==> src/hdl/ivsp_pkg.sv <==
`timescale 1ns / 1ps
// Package for the idle valve stepper positioner: field widths, register
// indexes, blend constants and the structs passed between modules. No dependencies.
package ivsp_pkg;

	// Field widths
	localparam int TEMP_W  = 19;
	localparam int RPM_W   = 14;
	localparam int TGT_W   = 12;
	localparam int STEP_W  = 10;
	localparam int PAT_W   = 16;
	localparam int COIL_W  = 4;
	localparam int NORM_W  = 8;
	localparam int PHASE_W = 12;
	localparam int ERRC_W  = 6;
	localparam int CLIP_W  = 17;

	// Configuration port
	localparam int CFG_IDX_W  = 3;
	localparam int CFG_DATA_W = 16;

	localparam logic [CFG_IDX_W-1:0] REG_STEPPER_ENABLE   = 3'd0;
	localparam logic [CFG_IDX_W-1:0] REG_HOME_STEPS       = 3'd1;
	localparam logic [CFG_IDX_W-1:0] REG_STEPS_OPEN_COLD  = 3'd2;
	localparam logic [CFG_IDX_W-1:0] REG_STEPS_OPEN_HOT   = 3'd3;
	localparam logic [CFG_IDX_W-1:0] REG_CLOSE_PATTERN    = 3'd4;
	localparam logic [CFG_IDX_W-1:0] REG_OPEN_PATTERN     = 3'd5;
	localparam logic [CFG_IDX_W-1:0] REG_COIL_ENABLE_MASK = 3'd6;

	// Temperature blend: opening = ((SPAN - c) * COLD + c * HOT) / SPAN
	localparam int TEMP_SPAN  = 100000;
	localparam int NORM_COLD  = 255;
	localparam int NORM_HOT   = 50;
	localparam int BLEND_W    = 25;
	localparam logic [CLIP_W-1:0]  TEMP_SPAN_C = CLIP_W'(TEMP_SPAN);
	localparam logic [BLEND_W-1:0] BLEND_BASE  = BLEND_W'(TEMP_SPAN * NORM_COLD);
	localparam logic [7:0]         BLEND_SLOPE = 8'(NORM_COLD - NORM_HOT);

	// 100000 = 32 * 3125: drop five bits, then multiply by ceil(2^32 / 3125)
	localparam int DIV_PRESHIFT = 5;
	localparam int QUOT_IN_W    = BLEND_W - DIV_PRESHIFT;
	localparam int RECIP_W      = 21;
	localparam int RECIP_SHIFT  = 32;
	localparam logic [RECIP_W-1:0] RECIP_MUL = 21'd1374390;

	// Speed error bands
	localparam logic [RPM_W-1:0] ERR_BAND  = 14'd60;
	localparam logic [RPM_W-1:0] ERR_LARGE = 14'd250;

	typedef struct packed {
		logic                  stepper_enable;
		logic [STEP_W-1:0]     home_steps;
		logic [STEP_W-1:0]     steps_open_cold;
		logic [STEP_W-1:0]     steps_open_hot;
		logic [PAT_W-1:0]      close_pattern;
		logic [PAT_W-1:0]      open_pattern;
		logic [COIL_W-1:0]     coil_enable_mask;
	} ivsp_cfg_t;

	// Request fields as they reach the position update
	typedef struct packed {
		logic [RPM_W-1:0]  engine_rpm;
		logic [TGT_W-1:0]  idle_target_rpm;
		logic              closed_loop;
		logic [NORM_W-1:0] ol_norm;
	} ivsp_work_t;

	typedef struct packed {
		logic [COIL_W-1:0] coil_drive;
		logic              coils_active;
		logic [STEP_W-1:0] valve_position;
		logic [STEP_W-1:0] target_position;
		logic              homing;
	} ivsp_res_t;

	// Pipeline load strobes for the blend stages
	typedef struct packed {
		logic load_s2;
		logic load_s3;
	} ivsp_adv_t;

endpackage

==> src/hdl/ivsp_if.sv <==
`timescale 1ns / 1ps
// Valid/ready channel interfaces for tick requests and results.
// Depends on ivsp_pkg for field widths.
interface ivsp_tick_if;
	logic                                valid;
	logic                                ready;
	logic signed [ivsp_pkg::TEMP_W-1:0]  coolant_temp;
	logic        [ivsp_pkg::RPM_W-1:0]   engine_rpm;
	logic        [ivsp_pkg::TGT_W-1:0]   idle_target_rpm;
	logic                                closed_loop;

	modport source (output valid, coolant_temp, engine_rpm, idle_target_rpm, closed_loop,
		input ready);
	modport sink (input valid, coolant_temp, engine_rpm, idle_target_rpm, closed_loop,
		output ready);
endinterface

interface ivsp_result_if;
	logic                          valid;
	logic                          ready;
	logic [ivsp_pkg::COIL_W-1:0]   coil_drive;
	logic                          coils_active;
	logic [ivsp_pkg::STEP_W-1:0]   valve_position;
	logic [ivsp_pkg::STEP_W-1:0]   target_position;
	logic                          homing;

	modport source (output valid, coil_drive, coils_active, valve_position, target_position,
		homing, input ready);
	modport sink (input valid, coil_drive, coils_active, valve_position, target_position,
		homing, output ready);
endinterface

==> src/hdl/ivsp_cfg.sv <==
`timescale 1ns / 1ps
// Configuration register file: decodes the write port into the register set.
// Depends on ivsp_pkg.
module ivsp_cfg (
	input  logic                               clk,
	input  logic                               arst_n,
	input  logic                               cfg_we,
	input  logic [ivsp_pkg::CFG_IDX_W-1:0]     cfg_index,
	input  logic [ivsp_pkg::CFG_DATA_W-1:0]    cfg_wdata,
	output ivsp_pkg::ivsp_cfg_t                cfg
);
	import ivsp_pkg::*;

	ivsp_cfg_t regs_q;

	// Register writes, unknown indexes ignored
	always_ff @(posedge clk or negedge arst_n) begin
		if (!arst_n) begin
			regs_q <= '0;
		end else if (cfg_we) begin
			unique case (cfg_index)
				REG_STEPPER_ENABLE:   regs_q.stepper_enable   <= cfg_wdata[0];
				REG_HOME_STEPS:       regs_q.home_steps       <= cfg_wdata[STEP_W-1:0];
				REG_STEPS_OPEN_COLD:  regs_q.steps_open_cold  <= cfg_wdata[STEP_W-1:0];
				REG_STEPS_OPEN_HOT:   regs_q.steps_open_hot   <= cfg_wdata[STEP_W-1:0];
				REG_CLOSE_PATTERN:    regs_q.close_pattern    <= cfg_wdata[PAT_W-1:0];
				REG_OPEN_PATTERN:     regs_q.open_pattern     <= cfg_wdata[PAT_W-1:0];
				REG_COIL_ENABLE_MASK: regs_q.coil_enable_mask <= cfg_wdata[COIL_W-1:0];
				default: ;
			endcase
		end
	end

	assign cfg = regs_q;

endmodule

==> src/hdl/ivsp_blend.sv <==
`timescale 1ns / 1ps
// Two-stage temperature blend: clip and weight the coolant temperature, then
// divide by the span with a reciprocal multiply. Depends on ivsp_pkg.
module ivsp_blend (
	input  logic                              clk,
	input  ivsp_pkg::ivsp_adv_t               adv,
	input  logic signed [ivsp_pkg::TEMP_W-1:0] temp_s1,
	output logic [ivsp_pkg::NORM_W-1:0]       ol_norm_s3
);
	import ivsp_pkg::*;

	logic [CLIP_W-1:0]          clip_t;
	logic [BLEND_W-1:0]         numer;
	logic [QUOT_IN_W-1:0]       numer_s2;
	logic [QUOT_IN_W+RECIP_W-1:0] quot_prod;

	// Clip to 0..span; numerator = span*cold - (cold-hot)*c
	always_comb begin
		if (temp_s1[TEMP_W-1]) begin
			clip_t = '0;
		end else if (temp_s1[TEMP_W-2:0] > {1'b0, TEMP_SPAN_C}) begin
			clip_t = TEMP_SPAN_C;
		end else begin
			clip_t = temp_s1[CLIP_W-1:0];
		end
		numer = BLEND_BASE - BLEND_W'({8'd0, clip_t} * {17'd0, BLEND_SLOPE});
	end

	always_ff @(posedge clk) begin
		if (adv.load_s2) begin
			numer_s2 <= numer[BLEND_W-1:DIV_PRESHIFT];
		end
	end

	// Exact floor division by 3125 for a 20-bit dividend
	assign quot_prod = {{RECIP_W{1'b0}}, numer_s2} * {{QUOT_IN_W{1'b0}}, RECIP_MUL};

	always_ff @(posedge clk) begin
		if (adv.load_s3) begin
			ol_norm_s3 <= quot_prod[RECIP_SHIFT+NORM_W-1:RECIP_SHIFT];
		end
	end

endmodule

==> src/hdl/ivsp_core.sv <==
`timescale 1ns / 1ps
// Valve position state and per-tick update: homing, closed-loop nudging,
// learned minimum and coil phase sequencing. Depends on ivsp_pkg.
module ivsp_core #(
	parameter int LEARN_PERIOD = 16
) (
	input  logic                 clk,
	input  logic                 arst_n,
	input  logic                 fire,
	input  ivsp_pkg::ivsp_cfg_t  cfg,
	input  ivsp_pkg::ivsp_work_t work,
	output ivsp_pkg::ivsp_res_t  res
);
	import ivsp_pkg::*;

	localparam int SETTLE_W = $clog2(LEARN_PERIOD);
	localparam logic [SETTLE_W-1:0] SETTLE_LAST = SETTLE_W'(LEARN_PERIOD - 1);
	localparam logic [SETTLE_W:0]   SETTLE_WRAP = (SETTLE_W + 1)'(LEARN_PERIOD);

	typedef struct packed {
		logic                 homing_phase;
		logic [PHASE_W-1:0]   phase_counter;
		logic [PHASE_W-1:0]   phase_limit;
		logic [PAT_W-1:0]     active_pattern;
		logic [NORM_W-1:0]    norm_opening;
		logic [STEP_W-1:0]    goal_step;
		logic [STEP_W-1:0]    tracked_step;
		logic [STEP_W-1:0]    learned_min;
		logic                 learned_valid;
		logic [SETTLE_W-1:0]  settle_count;
		logic [ERRC_W-1:0]    error_count;
	} ivsp_state_t;

	// Everything clear except the homing flag
	localparam ivsp_state_t ST_RESET = '{homing_phase: 1'b1, default: '0};

	ivsp_state_t st_q, st_d;

	logic                 tgt_above;
	logic [RPM_W-1:0]     abs_err;
	logic                 err_big, err_large, under_min;
	logic [ERRC_W-1:0]    err_inc, err_mask;
	logic [SETTLE_W:0]    settle_inc;
	logic [SETTLE_W-1:0]  settle_nx;
	logic [STEP_W-1:0]    half_hot;

	logic [NORM_W-1:0]    cl_norm;
	logic [ERRC_W-1:0]    cl_err;
	logic [SETTLE_W-1:0]  cl_settle;
	logic [STEP_W-1:0]    cl_lmin;
	logic                 cl_lvalid;

	logic [NORM_W-1:0]    goal_norm;
	logic [NORM_W+STEP_W-1:0] goal_prod;
	logic [STEP_W-1:0]    goal_new;

	logic [PHASE_W-1:0]   cnt_inc;
	logic [COIL_W-1:0]    drive;
	logic                 active;

	// Speed error and cadence terms
	assign tgt_above  = {2'b00, work.idle_target_rpm} > work.engine_rpm;
	assign abs_err    = tgt_above ? ({2'b00, work.idle_target_rpm} - work.engine_rpm)
		: (work.engine_rpm - {2'b00, work.idle_target_rpm});
	assign err_big    = abs_err > ERR_BAND;
	assign err_large  = abs_err > ERR_LARGE;
	assign err_inc    = st_q.error_count + ERRC_W'(1);
	assign under_min  = !st_q.learned_valid || (st_q.learned_min >= st_q.goal_step);
	assign err_mask   = err_large ? (under_min ? 6'd15 : 6'd7) : (under_min ? 6'd63 : 6'd15);
	assign settle_inc = {1'b0, st_q.settle_count} + (SETTLE_W + 1)'(1);
	assign settle_nx  = (settle_inc >= SETTLE_WRAP) ? '0 : settle_inc[SETTLE_W-1:0];
	assign half_hot   = cfg.steps_open_hot >> 1;

	// Opening update for a settled tick outside homing
	always_comb begin
		cl_norm   = st_q.norm_opening;
		cl_err    = st_q.error_count;
		cl_settle = st_q.settle_count;
		cl_lmin   = st_q.learned_min;
		cl_lvalid = st_q.learned_valid;
		if (!work.closed_loop) begin
			cl_norm   = work.ol_norm;
			cl_settle = '0;
		end else if (err_big) begin
			cl_err    = err_inc;
			cl_settle = '0;
			if (tgt_above) begin
				if (err_inc[1:0] == 2'b00 && work.ol_norm > st_q.norm_opening) begin
					cl_norm = st_q.norm_opening + NORM_W'(1);
				end
			end else if (cfg.steps_open_hot != '0) begin
				if ((err_inc & err_mask) == '0 && st_q.norm_opening != '0) begin
					cl_norm = st_q.norm_opening - NORM_W'(1);
				end
			end
		end else begin
			cl_err    = '0;
			cl_settle = settle_nx;
			// learn the minimum once per settle period
			if (settle_nx == SETTLE_LAST) begin
				if (!st_q.learned_valid) begin
					cl_lmin   = st_q.tracked_step;
					cl_lvalid = 1'b1;
				end else if (st_q.tracked_step < st_q.learned_min) begin
					if (st_q.learned_min - st_q.tracked_step > half_hot) begin
						cl_lmin = st_q.learned_min - half_hot;
					end else begin
						cl_lmin = st_q.learned_min - STEP_W'(1);
					end
				end else if (st_q.tracked_step > st_q.learned_min) begin
					cl_lmin = st_q.tracked_step;
				end
			end
		end
	end

	// Goal step from the opening in force after this tick
	assign goal_norm = st_q.homing_phase ? work.ol_norm : cl_norm;
	assign goal_prod = {{STEP_W{1'b0}}, goal_norm} * {{NORM_W{1'b0}}, cfg.steps_open_cold};
	assign goal_new  = goal_prod[NORM_W+STEP_W-1:NORM_W];

	// Next state and coil phase
	always_comb begin
		st_d   = st_q;
		drive  = '0;
		active = 1'b0;
		cnt_inc = '0;
		if (cfg.stepper_enable) begin
			if (st_q.homing_phase) begin
				if (st_q.phase_limit == '0) begin
					st_d.phase_counter  = '0;
					st_d.norm_opening   = '0;
					st_d.goal_step      = '0;
					st_d.phase_limit    = {cfg.home_steps, 2'b00};
					st_d.learned_valid  = 1'b0;
					st_d.learned_min    = '0;
					st_d.settle_count   = '0;
					st_d.active_pattern = cfg.close_pattern;
				end else if (st_q.phase_limit == st_q.phase_counter) begin
					st_d.phase_counter  = '0;
					st_d.norm_opening   = work.ol_norm;
					st_d.goal_step      = goal_new;
					st_d.tracked_step   = '0;
					st_d.phase_limit    = {goal_new, 2'b00};
					st_d.active_pattern = cfg.open_pattern;
					st_d.homing_phase   = 1'b0;
				end
			end else if (st_q.phase_limit == st_q.phase_counter) begin
				st_d.norm_opening  = cl_norm;
				st_d.error_count   = cl_err;
				st_d.settle_count  = cl_settle;
				st_d.learned_min   = cl_lmin;
				st_d.learned_valid = cl_lvalid;
				st_d.goal_step     = goal_new;
				// start a full step when more than one step away
				if ({1'b0, goal_new} > {1'b0, st_q.tracked_step} + 11'd1 ||
					{1'b0, st_q.tracked_step} > {1'b0, goal_new} + 11'd1) begin
					st_d.active_pattern = (goal_new < st_q.tracked_step) ? cfg.close_pattern
						: cfg.open_pattern;
					st_d.phase_limit   = PHASE_W'(4);
					st_d.phase_counter = '0;
				end
			end

			if (st_d.phase_limit > st_d.phase_counter) begin
				drive  = COIL_W'(st_d.active_pattern >> {st_d.phase_counter[1:0], 2'b00})
					& cfg.coil_enable_mask;
				active = 1'b1;
				cnt_inc = st_d.phase_counter + PHASE_W'(1);
				st_d.phase_counter = cnt_inc;
				// a full step ends every fourth phase
				if (cnt_inc[1:0] == 2'b00) begin
					if (st_d.tracked_step > st_d.goal_step) begin
						st_d.tracked_step = st_d.tracked_step - STEP_W'(1);
					end else if (st_d.tracked_step < st_d.goal_step) begin
						st_d.tracked_step = st_d.tracked_step + STEP_W'(1);
					end
				end
			end
		end
	end

	always_ff @(posedge clk or negedge arst_n) begin
		if (!arst_n) begin
			st_q <= ST_RESET;
		end else if (fire) begin
			st_q <= st_d;
		end
	end

	assign res.coil_drive      = drive;
	assign res.coils_active    = active;
	assign res.valve_position  = st_d.tracked_step;
	assign res.target_position = st_d.goal_step;
	assign res.homing          = st_d.homing_phase;

endmodule

==> src/hdl/idle_valve_stepper_positioner.sv <==
`timescale 1ns / 1ps
// Top level of the idle valve stepper positioner: request pipeline, flow
// control and result register. Depends on ivsp_pkg, ivsp_if, ivsp_cfg, ivsp_blend, ivsp_core.
//
//  Channel  Direction  Handshake      Carries
//  tick     sink       valid / ready  coolant_temp, engine_rpm, idle_target_rpm, closed_loop
//  result   source     valid / ready  coil_drive, coils_active, valve_position,
//                                     target_position, homing
//  cfg      sink       cfg_we         cfg_index, cfg_wdata
//
// One request per cycle sustained while the result channel is not stalled; each request's
// result passes the input register, two blend stages and the result register.
// The valve state updates as a request leaves the third stage into the result register.
// Reset clears the pipeline and the registers and enters homing.
// A stalled result holds in its register; requests keep entering until all stages fill.
module idle_valve_stepper_positioner #(
	parameter int LEARN_PERIOD = 16
) (
	input  logic                             clk,
	input  logic                             arst_n,
	ivsp_tick_if.sink                        tick,
	ivsp_result_if.source                    result,
	input  logic                             cfg_we,
	input  logic [ivsp_pkg::CFG_IDX_W-1:0]   cfg_index,
	input  logic [ivsp_pkg::CFG_DATA_W-1:0]  cfg_wdata
);
	import ivsp_pkg::*;

	typedef struct packed {
		logic [RPM_W-1:0] engine_rpm;
		logic [TGT_W-1:0] idle_target_rpm;
		logic             closed_loop;
	} ivsp_speed_t;

	ivsp_cfg_t            cfg;
	ivsp_adv_t            adv;
	ivsp_work_t           work;
	ivsp_res_t            res_d, res_q;

	logic                 v_s1, v_s2, v_s3, res_valid_q;
	logic                 out_free, s3_free, s2_free, s1_free, fire;
	logic signed [TEMP_W-1:0] temp_s1;
	ivsp_speed_t          spd_s1, spd_s2, spd_s3;
	logic [NORM_W-1:0]    ol_norm_s3;

	// Stage movement, back to front
	assign out_free    = !res_valid_q || result.ready;
	assign fire        = v_s3 && out_free;
	assign s3_free     = !v_s3 || out_free;
	assign s2_free     = !v_s2 || s3_free;
	assign s1_free     = !v_s1 || s2_free;
	assign adv.load_s3 = v_s2 && s3_free;
	assign adv.load_s2 = v_s1 && s2_free;
	assign tick.ready  = s1_free;

	always_ff @(posedge clk or negedge arst_n) begin
		if (!arst_n) begin
			v_s1        <= 1'b0;
			v_s2        <= 1'b0;
			v_s3        <= 1'b0;
			res_valid_q <= 1'b0;
		end else begin
			if (s1_free) begin
				v_s1 <= tick.valid;
			end
			if (s2_free) begin
				v_s2 <= v_s1;
			end
			if (s3_free) begin
				v_s3 <= v_s2;
			end
			if (out_free) begin
				res_valid_q <= v_s3;
			end
		end
	end

	// Request payload along the pipeline
	always_ff @(posedge clk) begin
		if (tick.valid && s1_free) begin
			temp_s1                <= tick.coolant_temp;
			spd_s1.engine_rpm      <= tick.engine_rpm;
			spd_s1.idle_target_rpm <= tick.idle_target_rpm;
			spd_s1.closed_loop     <= tick.closed_loop;
		end
		if (adv.load_s2) begin
			spd_s2 <= spd_s1;
		end
		if (adv.load_s3) begin
			spd_s3 <= spd_s2;
		end
		if (fire) begin
			res_q <= res_d;
		end
	end

	ivsp_cfg u_cfg (
		.clk       (clk),
		.arst_n    (arst_n),
		.cfg_we    (cfg_we),
		.cfg_index (cfg_index),
		.cfg_wdata (cfg_wdata),
		.cfg       (cfg)
	);

	ivsp_blend u_blend (
		.clk        (clk),
		.adv        (adv),
		.temp_s1    (temp_s1),
		.ol_norm_s3 (ol_norm_s3)
	);

	assign work.engine_rpm      = spd_s3.engine_rpm;
	assign work.idle_target_rpm = spd_s3.idle_target_rpm;
	assign work.closed_loop     = spd_s3.closed_loop;
	assign work.ol_norm         = ol_norm_s3;

	ivsp_core #(
		.LEARN_PERIOD (LEARN_PERIOD)
	) u_core (
		.clk    (clk),
		.arst_n (arst_n),
		.fire   (fire),
		.cfg    (cfg),
		.work   (work),
		.res    (res_d)
	);

	// Result channel
	assign result.valid           = res_valid_q;
	assign result.coil_drive      = res_q.coil_drive;
	assign result.coils_active    = res_q.coils_active;
	assign result.valve_position  = res_q.valve_position;
	assign result.target_position = res_q.target_position;
	assign result.homing          = res_q.homing;

endmodule
==> src/flat_wrapper.sv <==
// flat-port wrapper written by rule: the top's interface ports become plain ports
module idle_valve_stepper_positioner_flat import ivsp_pkg::*;
#(
	parameter int LEARN_PERIOD = 16
)
  (clk, arst_n, cfg_we, cfg_index, cfg_wdata, tick_valid, tick_coolant_temp, tick_engine_rpm, tick_idle_target_rpm, tick_closed_loop, tick_ready, result_valid, result_coil_drive, result_coils_active, result_valve_position, result_target_position, result_homing, result_ready);
  ivsp_tick_if tick_i ();
  ivsp_result_if result_i ();
  input  logic clk;
  input  logic arst_n;
  input  logic cfg_we;
  input  logic [ivsp_pkg::CFG_IDX_W-1:0] cfg_index;
  input  logic [ivsp_pkg::CFG_DATA_W-1:0] cfg_wdata;
  input wire logic [$bits(tick_i.valid)-1:0] tick_valid;
  input wire logic [$bits(tick_i.coolant_temp)-1:0] tick_coolant_temp;
  input wire logic [$bits(tick_i.engine_rpm)-1:0] tick_engine_rpm;
  input wire logic [$bits(tick_i.idle_target_rpm)-1:0] tick_idle_target_rpm;
  input wire logic [$bits(tick_i.closed_loop)-1:0] tick_closed_loop;
  output wire logic [$bits(tick_i.ready)-1:0] tick_ready;
  output wire logic [$bits(result_i.valid)-1:0] result_valid;
  output wire logic [$bits(result_i.coil_drive)-1:0] result_coil_drive;
  output wire logic [$bits(result_i.coils_active)-1:0] result_coils_active;
  output wire logic [$bits(result_i.valve_position)-1:0] result_valve_position;
  output wire logic [$bits(result_i.target_position)-1:0] result_target_position;
  output wire logic [$bits(result_i.homing)-1:0] result_homing;
  input wire logic [$bits(result_i.ready)-1:0] result_ready;
  assign tick_i.valid = tick_valid;
  assign tick_i.coolant_temp = tick_coolant_temp;
  assign tick_i.engine_rpm = tick_engine_rpm;
  assign tick_i.idle_target_rpm = tick_idle_target_rpm;
  assign tick_i.closed_loop = tick_closed_loop;
  assign tick_ready = tick_i.ready;
  assign result_valid = result_i.valid;
  assign result_coil_drive = result_i.coil_drive;
  assign result_coils_active = result_i.coils_active;
  assign result_valve_position = result_i.valve_position;
  assign result_target_position = result_i.target_position;
  assign result_homing = result_i.homing;
  assign result_i.ready = result_ready;
  idle_valve_stepper_positioner #(.LEARN_PERIOD(LEARN_PERIOD)) u_core (.clk(clk), .arst_n(arst_n), .tick(tick_i), .result(result_i), .cfg_we(cfg_we), .cfg_index(cfg_index), .cfg_wdata(cfg_wdata));
endmodule
==> config.mk <==
export PLATFORM = sky130hd
export DESIGN_NAME = idle_valve_stepper_positioner_flat
export DESIGN_NICKNAME = d
export VERILOG_FILES = /design/src/hdl/ivsp_pkg.sv /design/src/hdl/ivsp_if.sv /design/src/hdl/ivsp_cfg.sv /design/src/hdl/ivsp_blend.sv /design/src/hdl/ivsp_core.sv /design/src/hdl/idle_valve_stepper_positioner.sv /design/src/flat_wrapper.sv
export SDC_FILE = /design/constraint.sdc
export NUM_CORES = 2
export LEC_CHECK = 0
export BUFFER_PORTS_ARGS = -buffer_cell sky130_fd_sc_hd__buf_2
export CAP_MARGIN = 20
export CORE_MARGIN = 2
export CORE_UTILIZATION = 50
export DETAILED_ROUTE_END_ITERATION = 12
export GPL_ROUTABILITY_DRIVEN = 1
export PLACE_DENSITY = 0.69
export SETUP_SLACK_MARGIN = 0.1
export SYNTH_ARGS = -nofsm -noshare
export SYNTH_HDL_FRONTEND = slang
export SYNTH_SLANG_ARGS = --single-unit
==> constraint.sdc <==
create_clock -name clk -period 13.3 [get_ports clk]
set_input_delay 0.665 -clock clk [delete_from_list [all_inputs] [get_ports clk]]
set_output_delay 0.665 -clock clk [all_outputs]
set_load 0.005 [all_outputs]
==> report_table.html <==
<table>
<tr><th>Metric</th><th>Value</th></tr>
<tr><th colspan="2">CTS</th></tr>
<tr><td>Clock sinks</td><td>315</td></tr>
<tr><td>CTS clk-pin slew, worst paths</td><td>60 ps</td></tr>
<tr><td>Number of buffers created by CTS</td><td>40</td></tr>
<tr><td>TritonCTS clock tree</td><td>built</td></tr>
<tr><td>Maximum clock path buffer count</td><td>3</td></tr>
<tr><td>Clock Tree Root</td><td>clkbuf_16</td></tr>
<tr><td>Clock latency reported for the late side of the worst-skew pair</td><td>570 ps</td></tr>
<tr><td>H-tree depth</td><td>2</td></tr>
<tr><td>Cts hold-fix bufs</td><td>0</td></tr>
<tr><th colspan="2">Global routing</th></tr>
<tr><td>Gr ovfl total</td><td>0</td></tr>
<tr><td>Pin count of the biggest net entering global routing</td><td>89</td></tr>
<tr><td>All-Layer GR Usage</td><td>23.3%</td></tr>
<tr><td>Via count of the first global-routing pass</td><td>22500</td></tr>
<tr><td>Antenna violations before repair</td><td>1</td></tr>
<tr><td>Global-route wire length before repair</td><td>119000 µm</td></tr>
<tr><th colspan="2">Synthesis</th></tr>
<tr><td>Flip-flop and latch count after synthesis</td><td>315</td></tr>
<tr><td>Cell area after technology mapping</td><td>31200 µm²</td></tr>
<tr><td>Sequential area share after synthesis</td><td>27.7%</td></tr>
<tr><td>Top_reg_cell synth</td><td>dfrtp_1</td></tr>
<tr><td>Synthesized instance count</td><td>3106</td></tr>
<tr><td>Number of enable-type register cells in the synthesized netlist</td><td>154</td></tr>
<tr><td>Fraction of synthesis flops using an asynchronous set or reset pin</td><td>51.1%</td></tr>
<tr><td>Warning count from the yosys run</td><td>0</td></tr>
<tr><td>Post-Synthesis Mean Instance Area</td><td>10.1 µm²</td></tr>
<tr><td>Syn Nets</td><td>3894</td></tr>
<tr><td>Number of distinct library cells after synthesis</td><td>97</td></tr>
<tr><th colspan="2">Cells and area</th></tr>
<tr><td>Final net count</td><td>4050</td></tr>
<tr><td>N_diodes</td><td>0</td></tr>
<tr><td>Final core occ</td><td>56.6%</td></tr>
<tr><td>Layout Area Growth over Synthesis</td><td>11.8%</td></tr>
<tr><td>Final std cells w/o fill</td><td>4129</td></tr>
<tr><td>Share of layout cells above drive strength 1</td><td>13.1%</td></tr>
<tr><th colspan="2">Placed design</th></tr>
<tr><td>Buffers added on ports</td><td>97</td></tr>
<tr><td>Routability cong.</td><td>0.966</td></tr>
<tr><td>Placed Cells incl. Taps</td><td>4025</td></tr>
<tr><td>Detailed Place HPWL</td><td>56800 µm</td></tr>
<tr><th colspan="2">STA</th></tr>
<tr><td>Final critical-path share of the clock period</td><td>95.2%</td></tr>
<tr><td>Fmax achieved</td><td>0.0789 GHz</td></tr>
<tr><td>Min cycle time layout</td><td>12670 ps</td></tr>
<tr><td>RSZ-0062 raised after global routing</td><td>true</td></tr>
<tr><td>Max Clock Skew</td><td>39.6 ps</td></tr>
<tr><td>Setup-violating endpoint count in the final report</td><td>0</td></tr>
<tr><td>Post-Route Setup TNS</td><td>0 ps</td></tr>
<tr><td>Number of pins exceeding their max-slew limit in the final report</td><td>0</td></tr>
<tr><td>Normalized max-slew margin</td><td>31.0%</td></tr>
<tr><td>Worst Max-Slew Pin Slew</td><td>1040 ps</td></tr>
<tr><td>Endpoints failing hold</td><td>0</td></tr>
<tr><th colspan="2">Route</th></tr>
<tr><td>Number of vias per cell after detailed routing</td><td>5.49</td></tr>
<tr><td>Wirelength, routed</td><td>73400 µm</td></tr>
<tr><td>DRC</td><td>0</td></tr>
<tr><td>Violation count after the first detailed-route iteration</td><td>1403</td></tr>
<tr><td>Count of TritonRoute iterations in the first routing pass</td><td>5</td></tr>
<tr><td>Number of vias after detailed routing</td><td>22700</td></tr>
<tr><td>Remaining number of nets flagged by the antenna check after routing</td><td>0</td></tr>
<tr><td>Detail-routed net length per standard cell</td><td>17.8 µm</td></tr>
<tr><th colspan="2">Setup path</th></tr>
<tr><td>Cell at the slowest stage of the critical path</td><td>fa_1</td></tr>
<tr><td>Setup CP Type</td><td>reg -&gt; reg</td></tr>
<tr><td>Worst Path Max Fanout</td><td>7</td></tr>
<tr><td>Data arrival, critical path</td><td>13130 ps</td></tr>
<tr><td>CP most frequent cell</td><td>o21a_1</td></tr>
<tr><td>Startpoint types</td><td>flip-flop</td></tr>
<tr><td>Capturing element type of the critical path</td><td>flip-flop</td></tr>
<tr><td>Required arrival time at the worst endpoint</td><td>13760 ps</td></tr>
<tr><td>Maximum single-stage delay on the critical path</td><td>550 ps</td></tr>
<tr><th colspan="2">Floorplanning</th></tr>
<tr><td>Die area</td><td>64500 µm²</td></tr>
<tr><td>Starting density of the core</td><td>50.6%</td></tr>
<tr><td>Area inside the core boundary</td><td>61700 µm²</td></tr>
<tr><td>Site Rows</td><td>91</td></tr>
<tr><td>Die extent in x</td><td>254 µm</td></tr>
<tr><td>Number of I/O pins</td><td>98</td></tr>
<tr><td>Die height</td><td>254 µm</td></tr>
<tr><th colspan="2">Flow run</th></tr>
<tr><td>Maximum Capacitance Violations</td><td>0</td></tr>
<tr><th colspan="2">Hold path</th></tr>
<tr><td>HP Class</td><td>in -&gt; async</td></tr>
<tr><th colspan="2">Run status</th></tr>
<tr><td>Result of the run</td><td>finished clean</td></tr>
</table>
area by class of cell:
class	instances	area, µm²
Clock buffer	53	1120
Clock inverter	19	245
Multi-Input combinational cell	2169	20600
Inverter	552	2070
Tap cell	837	1050
Timing Repair Buffer	184	1190
Fill cell	5320	26800
Sequential cell	315	8650
path summary, 6_finish.rpt:
check | startpoint | end | cells after the start | slack [ps]
worst max register to register | u_core.spd_s3[1]$_DFFE_PP_ | u_core.u_core.st_q[29]$_DFFE_PN0P_ | 65 | 630
worst max-delay path | u_core.spd_s3[1]$_DFFE_PP_ | u_core.u_core.st_q[29]$_DFFE_PN0P_ | 65 | 630
min in group clk | tick_engine_rpm[0] | u_core.spd_s1[13]$_DFFE_PP_ | 1 | 270
max in group asynchronous | arst_n | u_core.u_core.st_q[58]$_DFFE_PN0P_ | 2 | 11610
worst min-delay path | arst_n | u_core.u_cfg.cfg[41]$_DFFE_PN0P_ | 1 | 170
worst min register to register | u_core.spd_s2[4]$_DFFE_PP_ | u_core.spd_s3[4]$_DFFE_PP_ | 0 | 410
placed cells by master (no fill, tap or decap), types with 18 or more instances in the layout:
cell / instances
a21o_1: 54
fa_1: 257
buf_4: 78
o211ai_1: 18
xnor2_1: 64
nand2b_1: 46
nor2b_1: 64
nand2_1: 211
nor3_1: 27
o21ai_0: 140
and3_1: 30
nand4_1: 32
edfxtp_1: 154
o21ai_1: 22
nor2_1: 86
mux2_2: 77
o21a_1: 19
inv_1: 546
and2_1: 31
a21oi_1: 119
dfrtp_1: 160
clkbuf_16: 41
xor2_1: 49
buf_2: 96
nor4_1: 22
ha_1: 446
mux2i_1: 41
nand3_1: 51
per-stage QoR:
stage               hold WS, ps  cell area (µm²)  setup WS, ps
floorplan                   369            31200           163
global placement            401            32900           111
detailed placement          405            32900          -124
CTS                         215            34300           184
global route                244            34900         -13.8
finish                      167            34900           633
worst max-delay path: cells and delay by family (launching register included):
family,cells,cell delay (ps)
xor gates and xnor gates,3,540
DFF,1,390
adders and majority gates,9,3320
muxes,1,260
AOI/OAI and AO/OA,24,4900
buffers and inverters,11,1010
and+or+nand+nor,17,2120
state kept, by name, indices dropped and copies added, names as in the netlist, 10 cells and up:
name,flops
u_core.spd_s2,27
u_core.result.target_position,10
u_core.spd_s1,27
u_core.u_cfg.cfg,67
u_core.u_blend.numer_s2,20
u_core.result.valve_position,10
u_core.temp_s1,19
u_core.spd_s3,27
u_core.u_core.st_q,90
cells in the mapped netlist, types with 17 or more instances:
master	number	area share (%)
o21ai_0	148	2.4
nand2_1	218	2.6
and3_1	30	0.60
ha_1	459	18
nand2b_1	47	0.94
mux2i_1	41	1.3
o211ai_1	18	0.43
clkbuf_1	52	0.63
nor4_1	23	0.46
xor2_1	49	1.4
mux2_2	77	2.8
nor2b_1	67	1.3
xnor2_1	65	1.8
o31ai_1	17	0.41
nor2_1	93	1.1
nor3_1	32	0.51
a21oi_1	131	2.1
a21o_1	54	1.3
o21ai_1	18	0.29
edfxtp_1	154	15
fa_1	259	17
dfrtp_1	160	13
o21a_1	19	0.46
nand4_1	32	0.64
nand3_1	52	0.83
inv_1	550	6.6
and2_1	34	0.68
logic make-up after synthesis:
| kind of cell | share of synthesized area [%] |
|---|---|
| DFF | 27.7 |
| and+or+nand+nor | 11.2 |
| buffers and inverters | 7.57 |
| adders and majority gates | 35.0 |
| xor gates and xnor gates | 3.25 |
| muxes | 4.20 |
| AOI/OAI and AO/OA | 11.0 |
metal layers:
| layer | part of all wire, % | vias up | track usage [%] |
|---|---|---|---|
| met3 | 5.8 | 165 | 2.96 |
| met1 | 43 | 11000 | 30.6 |
| li1 | - | 10900 | - |
| met5 | 0 | - | 0 |
| met2 | 47 | 670 | 39.5 |
| met4 | 3.9 | 0 | 8.32 |
timing repair:
item / CTS / global route
resized for setup: 8 / 88
setup buffers: 3 / 28
pin swaps: 2 / 66
endpoints found under the setup margin: 21 / 37
Power is not shown: default switching activity piles up to over one toggle a cycle in this logic, so the estimate is an artifact.
